File: src/rtl/rsdsd_pkg.sv
`timescale 1ns / 1ps
// Package for the rotor spin direction and speed detector.
// Holds register indexes, mode and decision codes, zone codes and angle limits.
// No dependencies.
package rsdsd_pkg;

    localparam int unsigned CFG_AW = 2;
    localparam int unsigned CFG_DW = 32;

    localparam logic [CFG_AW-1:0] REG_SPEED_BASE = 2'd0;
    localparam logic [CFG_AW-1:0] REG_INTERVAL_LIMIT = 2'd1;
    localparam logic [CFG_AW-1:0] REG_MIN_START_SPEED = 2'd2;

    localparam logic [14:0] INTERVAL_LIMIT_RESET = 15'd1000;

    localparam logic [1:0] MODE_ANGLE = 2'd0;
    localparam logic [1:0] MODE_TICK = 2'd1;
    localparam logic [1:0] MODE_RESTART = 2'd2;

    localparam logic [1:0] DEC_NONE = 2'd0;
    localparam logic [1:0] DEC_STANDSTILL = 2'd1;
    localparam logic [1:0] DEC_BRAKE = 2'd2;
    localparam logic [1:0] DEC_FORWARD = 2'd3;

    localparam logic [1:0] DIR_UNKNOWN = 2'd0;
    localparam logic [1:0] DIR_CW = 2'd1;
    localparam logic [1:0] DIR_CCW = 2'd2;

    localparam logic [1:0] ZONE_NONE = 2'd0;
    localparam logic [1:0] ZONE_LOW = 2'd1;
    localparam logic [1:0] ZONE_MID = 2'd2;
    localparam logic [1:0] ZONE_HIGH = 2'd3;

    localparam logic [15:0] THETA_LOW_LIM = 16'd1820;
    localparam logic [15:0] THETA_MID_LO = 16'd30947;
    localparam logic [15:0] THETA_MID_HI = 16'd34588;
    localparam logic [15:0] THETA_HIGH_LIM = 16'd63714;

    localparam logic [7:0] SHAKE_LIMIT = 8'd4;
    localparam logic [7:0] STORE_BRAKE_MIN = 8'd3;
    localparam logic [7:0] STORE_FWD_MIN = 8'd2;

endpackage

File: src/rtl/rsdsd_in_if.sv
`timescale 1ns / 1ps
// Request channel of the rotor spin detector: one angle sample, tick or restart.
// Depends on nothing.
interface rsdsd_in_if;
    logic        valid;
    logic        ready;
    logic [1:0]  mode;
    logic [15:0] theta;

    modport source (output valid, output mode, output theta, input ready);
    modport sink (input valid, input mode, input theta, output ready);
endinterface

File: src/rtl/rsdsd_res_if.sv
`timescale 1ns / 1ps
// Result channel of the rotor spin detector: decision, speed, direction, overflow.
// Depends on nothing.
interface rsdsd_res_if;
    logic        valid;
    logic        ready;
    logic [1:0]  decision;
    logic [31:0] speed;
    logic [1:0]  direction;
    logic        overflow;

    modport source (output valid, output decision, output speed, output direction,
                    output overflow, input ready);
    modport sink (input valid, input decision, input speed, input direction,
                  input overflow, output ready);
endinterface

File: src/rtl/rsdsd_div.sv
`timescale 1ns / 1ps
// Restoring serial divider, 32-bit dividend by 16-bit divisor, one quotient bit a cycle.
// Depends on nothing.
module rsdsd_div (
    input  logic        i_clk,
    input  logic        i_rst_n,
    input  logic        i_start,
    input  logic [31:0] i_dividend,
    input  logic [15:0] i_divisor,
    output logic        o_done,
    output logic [31:0] o_quotient
);

    logic        r_busy, n_busy;
    logic [4:0]  r_cnt, n_cnt;
    logic [15:0] r_rem, n_rem;
    logic [31:0] r_quo, n_quo;
    logic [15:0] r_dvs, n_dvs;

    logic [16:0] w_shift;
    logic        w_ge;
    logic [16:0] w_diff;

    // Shift in the next dividend bit and try one subtraction.
    assign w_shift = {r_rem, r_quo[31]};
    assign w_ge = w_shift >= {1'b0, r_dvs};
    assign w_diff = w_shift - {1'b0, r_dvs};

    assign o_done = r_busy && (r_cnt == 5'd31);
    assign o_quotient = {r_quo[30:0], w_ge};

    always_comb begin
        n_busy = r_busy;
        n_cnt = r_cnt;
        n_rem = r_rem;
        n_quo = r_quo;
        n_dvs = r_dvs;
        if (i_start) begin
            n_busy = 1'b1;
            n_cnt = 5'd0;
            n_rem = 16'd0;
            n_quo = i_dividend;
            n_dvs = i_divisor;
        end else if (r_busy) begin
            n_rem = w_ge ? w_diff[15:0] : w_shift[15:0];
            n_quo = {r_quo[30:0], w_ge};
            n_cnt = r_cnt + 5'd1;
            if (r_cnt == 5'd31) begin
                n_busy = 1'b0;
            end
        end
    end

    always_ff @(posedge i_clk) begin
        if (!i_rst_n) begin
            r_busy <= 1'b0;
            r_cnt <= 5'd0;
        end else begin
            r_busy <= n_busy;
            r_cnt <= n_cnt;
        end
        r_rem <= n_rem;
        r_quo <= n_quo;
        r_dvs <= n_dvs;
    end

endmodule

File: src/rtl/rotor_spin_direction_speed_detect.sv
`timescale 1ns / 1ps
// Rotor spin direction and speed detector: top level with sequencer and state.
// Depends on rsdsd_pkg, rsdsd_in_if, rsdsd_res_if and rsdsd_div.

// Each request is an electrical angle sample, a timer tick or a restart, and each
// request produces exactly one result carrying the start decision, the latest
// measured speed, the spin direction and the sticky overflow flag. The block
// handles one request at a time. A tick, a restart or an angle sample that does
// not enter the zone near 180 degrees from an edge zone goes to the response state,
// which loads its result into the output register; the block is ready again as the
// result is loaded. An angle sample that does enter the middle zone from an edge
// zone computes a new speed as speed_base / interval_timer on a single restoring
// divider that yields one quotient bit per cycle. The sequencer waits in the divide
// state until the divider is done, takes the quotient as the new speed and then
// goes to the response state, which loads the result; no new request is accepted
// before it is loaded. A result that is still waiting in the output register
// holds the next result back until the waiting one is taken. The result sits in
// an output register, so a new request is accepted while an earlier result still
// waits to be taken. Configuration registers are written through the plain write
// port (index 0 speed_base, 1 interval_limit, 2 min_start_speed) and must only be
// written while the block is idle.
module rotor_spin_direction_speed_detect
    import rsdsd_pkg::*;
(
    input  logic              i_clk,
    input  logic              i_rst_n,
    input  logic              i_cfg_we,
    input  logic [CFG_AW-1:0] i_cfg_addr,
    input  logic [CFG_DW-1:0] i_cfg_wdata,
    rsdsd_in_if.sink          i_in,
    rsdsd_res_if.source       o_res
);

    localparam logic [1:0] ST_IDLE = 2'd0;
    localparam logic [1:0] ST_DIV = 2'd1;
    localparam logic [1:0] ST_RESP = 2'd2;

    // Configuration registers.
    logic [31:0] r_speed_base;
    logic [14:0] r_ilimit;
    logic [31:0] r_min_speed;

    // Detector state.
    logic [1:0]  r_state, n_state;
    logic [1:0]  r_zone, n_zone;
    logic        r_tclr, n_tclr;
    logic [7:0]  r_shake, n_shake;
    logic [2:0]  r_step, n_step;
    logic [7:0]  r_store, n_store;
    logic [31:0] r_speed, n_speed;
    logic [1:0]  r_dir, n_dir;
    logic [15:0] r_itmr, n_itmr;
    logic [15:0] r_tout, n_tout;
    logic        r_ovf, n_ovf;

    // Output register.
    logic        r_out_valid, n_out_valid;
    logic [1:0]  r_out_dec, n_out_dec;
    logic [31:0] r_out_speed, n_out_speed;
    logic [1:0]  r_out_dir, n_out_dir;
    logic        r_out_ovf, n_out_ovf;

    logic        w_accept;
    logic        w_div_start;
    logic        w_div_done;
    logic [31:0] w_div_quo;
    logic [16:0] w_tlimit;
    logic [1:0]  w_other;
    logic        w_edge;
    logic [1:0]  w_edge_zone;
    logic [1:0]  w_decision;

    assign i_in.ready = (r_state == ST_IDLE);
    assign w_accept = i_in.valid && i_in.ready;

    // The timeout is three times the interval limit; 17 bits hold it.
    assign w_tlimit = {1'b0, r_ilimit, 1'b0} + {2'b00, r_ilimit};

    // Which edge zone the sample falls in, and the opposite edge.
    assign w_edge = (i_in.theta < THETA_LOW_LIM) || (i_in.theta > THETA_HIGH_LIM);
    assign w_edge_zone = (i_in.theta < THETA_LOW_LIM) ? ZONE_LOW : ZONE_HIGH;
    assign w_other = (w_edge_zone == ZONE_LOW) ? ZONE_HIGH : ZONE_LOW;

    rsdsd_div u_div (
        .i_clk      (i_clk),
        .i_rst_n    (i_rst_n),
        .i_start    (w_div_start),
        .i_dividend (r_speed_base),
        .i_divisor  (n_itmr),
        .o_done     (w_div_done),
        .o_quotient (w_div_quo)
    );

    // Start decision, taken from the state once the request has updated it.
    always_comb begin
        if (((r_dir == DIR_CW) && (r_shake > SHAKE_LIMIT)) || r_ovf) begin
            w_decision = DEC_STANDSTILL;
        end else if ((r_dir == DIR_CCW) && (r_speed > 32'd1)
                     && (r_store >= STORE_BRAKE_MIN)) begin
            w_decision = DEC_BRAKE;
        end else if ((r_dir == DIR_CW) && (r_speed > r_min_speed)
                     && (r_store >= STORE_FWD_MIN)) begin
            w_decision = DEC_FORWARD;
        end else begin
            w_decision = DEC_NONE;
        end
    end

    always_comb begin
        n_state = r_state;
        n_zone = r_zone;
        n_tclr = r_tclr;
        n_shake = r_shake;
        n_step = r_step;
        n_store = r_store;
        n_speed = r_speed;
        n_dir = r_dir;
        n_itmr = r_itmr;
        n_tout = r_tout;
        n_ovf = r_ovf;
        n_out_valid = r_out_valid;
        n_out_dec = r_out_dec;
        n_out_speed = r_out_speed;
        n_out_dir = r_out_dir;
        n_out_ovf = r_out_ovf;
        w_div_start = 1'b0;

        if (r_out_valid && o_res.ready) begin
            n_out_valid = 1'b0;
        end

        unique case (r_state)
            ST_IDLE: begin
                if (w_accept) begin
                    n_state = ST_RESP;
                    if (i_in.mode == MODE_ANGLE) begin
                        if (w_edge) begin
                            // Entry into the zone near 0 or near 360 degrees.
                            if (!r_tclr || (r_zone == w_other)) begin
                                n_itmr = 16'd0;
                                n_tclr = 1'b1;
                                if ((r_zone == w_other) && (r_shake != 8'hFF)) begin
                                    n_shake = r_shake + 8'd1;
                                end
                                if ((r_step == 3'd0) || (r_step == 3'd1)) begin
                                    n_step = r_step + 3'd1;
                                end else begin
                                    n_step = 3'd0;
                                    if (((r_step == 3'd4) || (r_step == 3'd5))
                                        && (r_store != 8'hFF)) begin
                                        n_store = r_store + 8'd1;
                                    end
                                end
                            end
                            n_zone = w_edge_zone;
                        end else if ((i_in.theta > THETA_MID_LO)
                                     && (i_in.theta < THETA_MID_HI)) begin
                            // Entry into the middle zone: a half turn is done.
                            if ((r_zone == ZONE_LOW) || (r_zone == ZONE_HIGH)) begin
                                if (r_itmr != 16'hFFFF) begin
                                    n_itmr = r_itmr + 16'd1;
                                end
                                w_div_start = 1'b1;
                                n_state = ST_DIV;
                                if ((r_step == 3'd1) || (r_step == 3'd2)) begin
                                    n_step = r_step + 3'd3;
                                end else if (r_step != 3'd0) begin
                                    n_step = 3'd0;
                                end
                                if (r_store != 8'hFF) begin
                                    n_store = r_store + 8'd1;
                                end
                                n_tclr = 1'b0;
                                n_dir = (r_zone == ZONE_LOW) ? DIR_CW : DIR_CCW;
                                n_shake = 8'd0;
                            end
                            n_zone = ZONE_MID;
                        end
                    end else if (i_in.mode == MODE_TICK) begin
                        if (r_itmr < {1'b0, r_ilimit}) begin
                            n_itmr = r_itmr + 16'd1;
                        end
                        if (({1'b0, r_tout} < w_tlimit) && (r_tout != 16'hFFFF)) begin
                            n_tout = r_tout + 16'd1;
                        end
                        if (({1'b0, n_tout} == w_tlimit) || (n_itmr == {1'b0, r_ilimit})) begin
                            n_speed = 32'd0;
                            n_itmr = 16'd0;
                            n_ovf = 1'b1;
                        end
                    end else if (i_in.mode == MODE_RESTART) begin
                        n_zone = ZONE_NONE;
                        n_tclr = 1'b0;
                        n_shake = 8'd0;
                        n_step = 3'd0;
                        n_store = 8'd0;
                        n_speed = 32'd0;
                        n_dir = DIR_UNKNOWN;
                        n_itmr = 16'd0;
                        n_tout = 16'd0;
                        n_ovf = 1'b0;
                    end
                end
            end
            ST_DIV: begin
                if (w_div_done) begin
                    n_speed = w_div_quo;
                    n_state = ST_RESP;
                end
            end
            ST_RESP: begin
                // Hand the result to the output register once it is free.
                if (!r_out_valid || o_res.ready) begin
                    n_out_valid = 1'b1;
                    n_out_dec = w_decision;
                    n_out_speed = r_speed;
                    n_out_dir = r_dir;
                    n_out_ovf = r_ovf;
                    n_state = ST_IDLE;
                end
            end
            default: begin
                n_state = ST_IDLE;
            end
        endcase
    end

    always_ff @(posedge i_clk) begin
        if (!i_rst_n) begin
            r_speed_base <= 32'd0;
            r_ilimit <= INTERVAL_LIMIT_RESET;
            r_min_speed <= 32'd0;
        end else if (i_cfg_we) begin
            unique case (i_cfg_addr)
                REG_SPEED_BASE: r_speed_base <= i_cfg_wdata;
                REG_INTERVAL_LIMIT: r_ilimit <= i_cfg_wdata[14:0];
                REG_MIN_START_SPEED: r_min_speed <= i_cfg_wdata;
                default: begin
                end
            endcase
        end
    end

    always_ff @(posedge i_clk) begin
        if (!i_rst_n) begin
            r_state <= ST_IDLE;
            r_zone <= ZONE_NONE;
            r_tclr <= 1'b0;
            r_shake <= 8'd0;
            r_step <= 3'd0;
            r_store <= 8'd0;
            r_speed <= 32'd0;
            r_dir <= DIR_UNKNOWN;
            r_itmr <= 16'd0;
            r_tout <= 16'd0;
            r_ovf <= 1'b0;
            r_out_valid <= 1'b0;
        end else begin
            r_state <= n_state;
            r_zone <= n_zone;
            r_tclr <= n_tclr;
            r_shake <= n_shake;
            r_step <= n_step;
            r_store <= n_store;
            r_speed <= n_speed;
            r_dir <= n_dir;
            r_itmr <= n_itmr;
            r_tout <= n_tout;
            r_ovf <= n_ovf;
            r_out_valid <= n_out_valid;
        end
        r_out_dec <= n_out_dec;
        r_out_speed <= n_out_speed;
        r_out_dir <= n_out_dir;
        r_out_ovf <= n_out_ovf;
    end

    assign o_res.valid = r_out_valid;
    assign o_res.decision = r_out_dec;
    assign o_res.speed = r_out_speed;
    assign o_res.direction = r_out_dir;
    assign o_res.overflow = r_out_ovf;

    // The divider only finishes while the sequencer waits for it.
    a_div_done_in_div: assert property (@(posedge i_clk) disable iff (!i_rst_n)
        w_div_done |-> (r_state == ST_DIV))
        else $error("divider finished outside the divide state");

    // The step counter never passes five.
    a_step_range: assert property (@(posedge i_clk) disable iff (!i_rst_n)
        r_step <= 3'd5)
        else $error("step counter out of range");

    // An accepted request always leaves the idle state.
    a_accept_busy: assert property (@(posedge i_clk) disable iff (!i_rst_n)
        w_accept |=> (r_state != ST_IDLE))
        else $error("request accepted without leaving idle");

    // A new result is loaded only when the previous one is gone or being taken.
    a_no_overwrite: assert property (@(posedge i_clk) disable iff (!i_rst_n)
        (r_state == ST_RESP && r_out_valid && !o_res.ready) |=> $stable(r_out_speed))
        else $error("pending result overwritten");

endmodule
File: src/flat_wrapper.sv
// flat-port wrapper written by rule: the top's interface ports become plain ports
module rotor_spin_direction_speed_detect_flat import rsdsd_pkg::*;
  (i_clk, i_rst_n, i_cfg_we, i_cfg_addr, i_cfg_wdata, i_in_valid, i_in_mode, i_in_theta, i_in_ready, o_res_valid, o_res_decision, o_res_speed, o_res_direction, o_res_overflow, o_res_ready);
  rsdsd_in_if i_in_i ();
  rsdsd_res_if o_res_i ();
  input  logic i_clk;
  input  logic i_rst_n;
  input  logic i_cfg_we;
  input  logic [CFG_AW-1:0] i_cfg_addr;
  input  logic [CFG_DW-1:0] i_cfg_wdata;
  input wire logic [$bits(i_in_i.valid)-1:0] i_in_valid;
  input wire logic [$bits(i_in_i.mode)-1:0] i_in_mode;
  input wire logic [$bits(i_in_i.theta)-1:0] i_in_theta;
  output wire logic [$bits(i_in_i.ready)-1:0] i_in_ready;
  output wire logic [$bits(o_res_i.valid)-1:0] o_res_valid;
  output wire logic [$bits(o_res_i.decision)-1:0] o_res_decision;
  output wire logic [$bits(o_res_i.speed)-1:0] o_res_speed;
  output wire logic [$bits(o_res_i.direction)-1:0] o_res_direction;
  output wire logic [$bits(o_res_i.overflow)-1:0] o_res_overflow;
  input wire logic [$bits(o_res_i.ready)-1:0] o_res_ready;
  assign i_in_i.valid = i_in_valid;
  assign i_in_i.mode = i_in_mode;
  assign i_in_i.theta = i_in_theta;
  assign i_in_ready = i_in_i.ready;
  assign o_res_valid = o_res_i.valid;
  assign o_res_decision = o_res_i.decision;
  assign o_res_speed = o_res_i.speed;
  assign o_res_direction = o_res_i.direction;
  assign o_res_overflow = o_res_i.overflow;
  assign o_res_i.ready = o_res_ready;
  rotor_spin_direction_speed_detect u_core (.i_clk(i_clk), .i_rst_n(i_rst_n), .i_cfg_we(i_cfg_we), .i_cfg_addr(i_cfg_addr), .i_cfg_wdata(i_cfg_wdata), .i_in(i_in_i), .o_res(o_res_i));
endmodule
File: config.mk
export PLATFORM = sky130hd
export DESIGN_NAME = rotor_spin_direction_speed_detect_flat
export DESIGN_NICKNAME = d
export VERILOG_FILES = /design/src/rtl/rsdsd_pkg.sv /design/src/rtl/rsdsd_in_if.sv /design/src/rtl/rsdsd_res_if.sv /design/src/rtl/rsdsd_div.sv /design/src/rtl/rotor_spin_direction_speed_detect.sv /design/src/flat_wrapper.sv
export SDC_FILE = /design/constraint.sdc
export NUM_CORES = 1
export LEC_CHECK = 0
export BUFFER_PORTS_ARGS = -buffer_cell sky130_fd_sc_hd__buf_2
export CORE_MARGIN = 2
export CORE_UTILIZATION = 53
export DETAILED_ROUTE_END_ITERATION = 10
export PLACE_DENSITY = 0.74
export SLEW_MARGIN = 5
export SYNTH_ARGS = -nofsm -noshare
export SYNTH_HDL_FRONTEND = slang
export SYNTH_SLANG_ARGS = --single-unit
File: constraint.sdc
create_clock -name i_clk -period 5.1 [get_ports i_clk]
set_input_delay 0.765 -clock i_clk [delete_from_list [all_inputs] [get_ports i_clk]]
set_output_delay 0.765 -clock i_clk [all_outputs]
set_load 0.005 [all_outputs]
==> impl_metrics.csv <==
group,metric,value,unit
run_status,outcome,"finished with violations",
run_status,violations,"setup timing",
pwr,pwr-share-comb,14.0,%
pwr,power.total,5330,uW
routing,drt_wl_total,47880,um
synth,syn_nets,2084,
pwr,sw_frac_of_total,26.59,%
critical_path,crit_type,"register to register",
final_layout,final_cells,2473,
placed_design,place_congestion,1.005,
floorplan,die_width,177.7,um
critical_path,crit_start,"u_core.r_ilimit[1]",
grt,grt_pass1_vias,13640,
pwr,p_int,3913,uW
grt,grt-ovfl-total,0,
routing,num_vias,14530,
synth,synth-edff-count,85,
critical_path,crit_required,5.42,ns
grt,antenna_found_initial,0,
floorplan,die_height,177.7,um
final_layout,multiInputGateArea,9209,um2
synth,postSynth.asyncResetShare,0,%
pwr,max-vdd-ir-drop,0.2718,mV
pwr,p_switching,1417,uW
synth,yosys.area.top_type,"dfxtp_1",
synth,synth_common_cells,"425 x nand2_1, 193 x a21oi_1, 193 x dfxtp_1",
critical_path,critPathLaunchType,"register",
synth,synth_cells,1917,
critical_path,rr_startpoint,"u_core.r_ilimit[1]",
final_layout,fin_util,63.62,%
synth,synth_flop_cell,"dfxtp_1",
routing,routedWlPerCell,19.36,um
sta,finalHoldViolCount,0,
sta,fin_skew,0.01102,ns
critical_path,r2r_slack,-0.06,ns
placed_design,dpl.cell_count,2399,
synth,ys_ff_latch,278,
job,cap_violations,0,
cts,hold_buffers,0,
grt,track_usage,30.13,%
floorplan,rows,63,
floorplan,boundaryPins,96,
cts,clockRootBuffer,"clkbuf_16",
synth,ys_warn_count,0,
routing,vias_per_cell,5.877,
worst_hold_path,min_path_type,"input pin to register",
sta,slew_viol_final,0,
critical_path,critPathMaxFanout,7,
sta,timing.final.crit_share,101.2,%
floorplan,die_area,31580,um2
critical_path,critPathTopFamily,"compound AO/OA/AOI/OAI gates",
sta,layout_setup_ws,-0.06156,ns
final_layout,num-fill-cells,2520,
routing,drt_pass1_iterations,7,
cts,cts-htree-levels,1,
critical_path,crit_chain,"ha_4, fa_2, a21o_1, a221oi_4, o211ai_1, nand2_1, xor2_2, ha_1, and3_4, a221oi_2, o21ai_1, a31o_4, buf_6, a2111o_1, xnor2_2, xnor2_2, a2111oi_4, buf_4, a21boi_4, or3_4, o311ai_4, nand2_1",
synth,synth_top_area_share,24.16,%
synth,synth.distinct_cells,87,
final_layout,postLayoutCellArea,18860,um2
pwr,power_density,282.7,nW/um2
cts,cts_made_buffers,30,
final_layout,layout-drive-gt1-share,15.52,%
synth,syn_area_per_cell,8.343,um2
final_layout,syn2layout_area_growth,17.89,%
pwr,clockPowerShare,41.5,%
synth,synthTopCellsByArea,"dfxtp_1 24%, edfxtp_1 16%, nand2_1 10%, ha_1 8.4%, a21oi_1 6.0%",
critical_path,cp.arrival,5.48,ns
sta,max_freq,193.7,MHz
pwr,seqPwrFrac,44.5,%
placed_design,dp_hpwl,34120,um
routing,antenna_left,0,
synth,syn_area,15990,um2
cts,cts_num_sinks,278,
cts,cts_tree,"done",
placed_design,port_buffers,95,
cts,clk_pin_slew,0.07,ns
sta,finalSetupViolCount,20,
synth,ys_seq_area_share,40.12,%
sta,fin_crit,5.162,ns
sta,tightest_slew,1.129,ns
placed_design,place_ws,-0.2894,ns
critical_path,cp_slowest_cell,"a2111o_1",
critical_path,max_stage_delay,0.41,ns
pwr,power.leakage,0.007636,uW
sta,rsz0062_at_grt,"true",
grt,grt_max_degree,66,
cts,clk_latency,0.58,ns
critical_path,cp-end-kind,"register",
critical_path,crit_buf_inv,2,
grt,grt_first_pass_wirelength,75180,um
final_layout,register_area,6421,um2
final_layout,nNetsFinal,2224,
routing,drc,0,
placed_design,placed_area,17240,um2
floorplan,core,29640,um2
routing,drtIter0Drc,1159,
sta,timing.slew.headroom,24.60,%
worst_hold_path,min_from,"i_cfg_wdata[24]",
floorplan,start_util,53.96,%
synth,synth.most_common_cell,"nand2_1",
cts,cts_buffer_depth,3,
[timing repair]
item                       4_1_cts  5_1_grt
pin swaps                       22       31
setup buffers                   10        3
resized for setup               47       42
cloned                           3        0
setup endpoints to repair       62       65
[routing by layer]
layer / GRT usage, % / vias up / share of wire [%]
met5: 0 / - / 0
met4: 9.358 / 0 / 3.1
met3: 3.556 / 95 / 6.2
met2: 50.15 / 476 / 47
met1: 40.97 / 6959 / 44
li1: - / 7004 / -
[state kept, by name (all words and copies together) (netlist names), 2 cells and up]
| signal | flops |
|---|---|
| u_core.o_res.speed | 32 |
| u_core.r_min_speed | 32 |
| u_core.r_speed | 32 |
| u_core.r_speed_base | 32 |
| u_core.u_div.r_quo | 32 |
| u_core.r_itmr | 16 |
| u_core.r_tout | 16 |
| u_core.u_div.r_dvs | 16 |
| u_core.u_div.r_rem | 16 |
| u_core.r_ilimit | 15 |
| u_core.r_shake | 8 |
| u_core.r_store | 8 |
| u_core.u_div.r_cnt | 5 |
| u_core.r_step | 3 |
| u_core.o_res.decision | 2 |
| u_core.o_res.direction | 2 |
| u_core.r_dir | 2 |
| u_core.r_state | 2 |
| u_core.r_zone | 2 |
[layout make-up]
cell class                      instances  share of cell area, %
Antenna cell                            2                0.02654
Clock buffer                           40                  4.340
Clock inverter                         16                 0.9821
Inverter                              103                  2.057
Multi-Input combinational cell       1449                  48.84
Sequential cell                       278                  34.05
Tap cell                              390                  2.588
Timing Repair Buffer                  195                  7.113
[per-stage QoR]
step	hold slack [ns]	setup TNS [ns]
after floorplan	0.4300	0
after global placement	0.4425	-6.696
after detailed placement	0.4465	-11.87
after CTS	0.4189	-0.3829
after global routing	0.4250	-13.63
final	0.4313	-0.4616
[worst paths after layout]
kind,end,depth (start not counted)
worst max-delay path,u_core.u_div.r_dvs[3],22
worst min-delay path,u_core.r_speed_base[24],3
worst min register to register,u_core.r_min_speed[12],2
worst max register to register,u_core.u_div.r_dvs[3],22
[layout by cell type (no fill, tap or decap), types with 17 or more instances in the layout]
master     netlist  layout
a21o_1          22      21
ha_1           108     106
nand3_1         36      35
inv_1          101     101
xor2_1          28      27
buf_4            0      88
nor2_1         112     111
and3_1          24      22
buf_2           10      95
nand2_1        425     423
a21oi_1        193     185
o21ai_0         87      79
dfxtp_1        193     191
mux2i_1         43      43
edfxtp_1        85      85
nand4_1         26      26
or3_1           18      17
nand2b_1        24      24
xnor2_1         38      37
nor3_1          43      42
clkbuf_16        0      30
[worst reg2reg max path: stages, from the launching register on]
cell and delay (ns):
dfxtp_4 0.36, ha_4 0.16, fa_2 0.33, a21o_1 0.21
a221oi_4 0.30, o211ai_1 0.18, nand2_1 0.13, xor2_2 0.17
ha_1 0.28, and3_4 0.19, a221oi_2 0.23, o21ai_1 0.11
a31o_4 0.26, buf_6 0.13, a2111o_1 0.41, xnor2_2 0.17
xnor2_2 0.15, a2111oi_4 0.27, buf_4 0.21, a21boi_4 0.06
or3_4 0.40, o311ai_4 0.10, nand2_1 0.10
[power by group through the flow]
stage	clock, uW	combinational (uW)	sequential [uW]
after global placement	0	673	2420
after global routing	2330	820	2380
after detailed placement	0	683	2420
after CTS	2240	724	2370
after floorplan	0	465	2410
final	2210	746	2370
[kinds of logic after synthesis]
kind of cell / after synthesis / synth area share (%)
buffers and inverters: 190 / 4.913
xor gates and xnor gates: 72 / 4.436
AOI/OAI and AO/OA: 433 / 16.67
and+or+nand+nor: 785 / 22.05
DFF: 278 / 40.12
muxes: 49 / 3.113
adders and majority gates: 110 / 8.699
(Power assumes the default switching activity.)
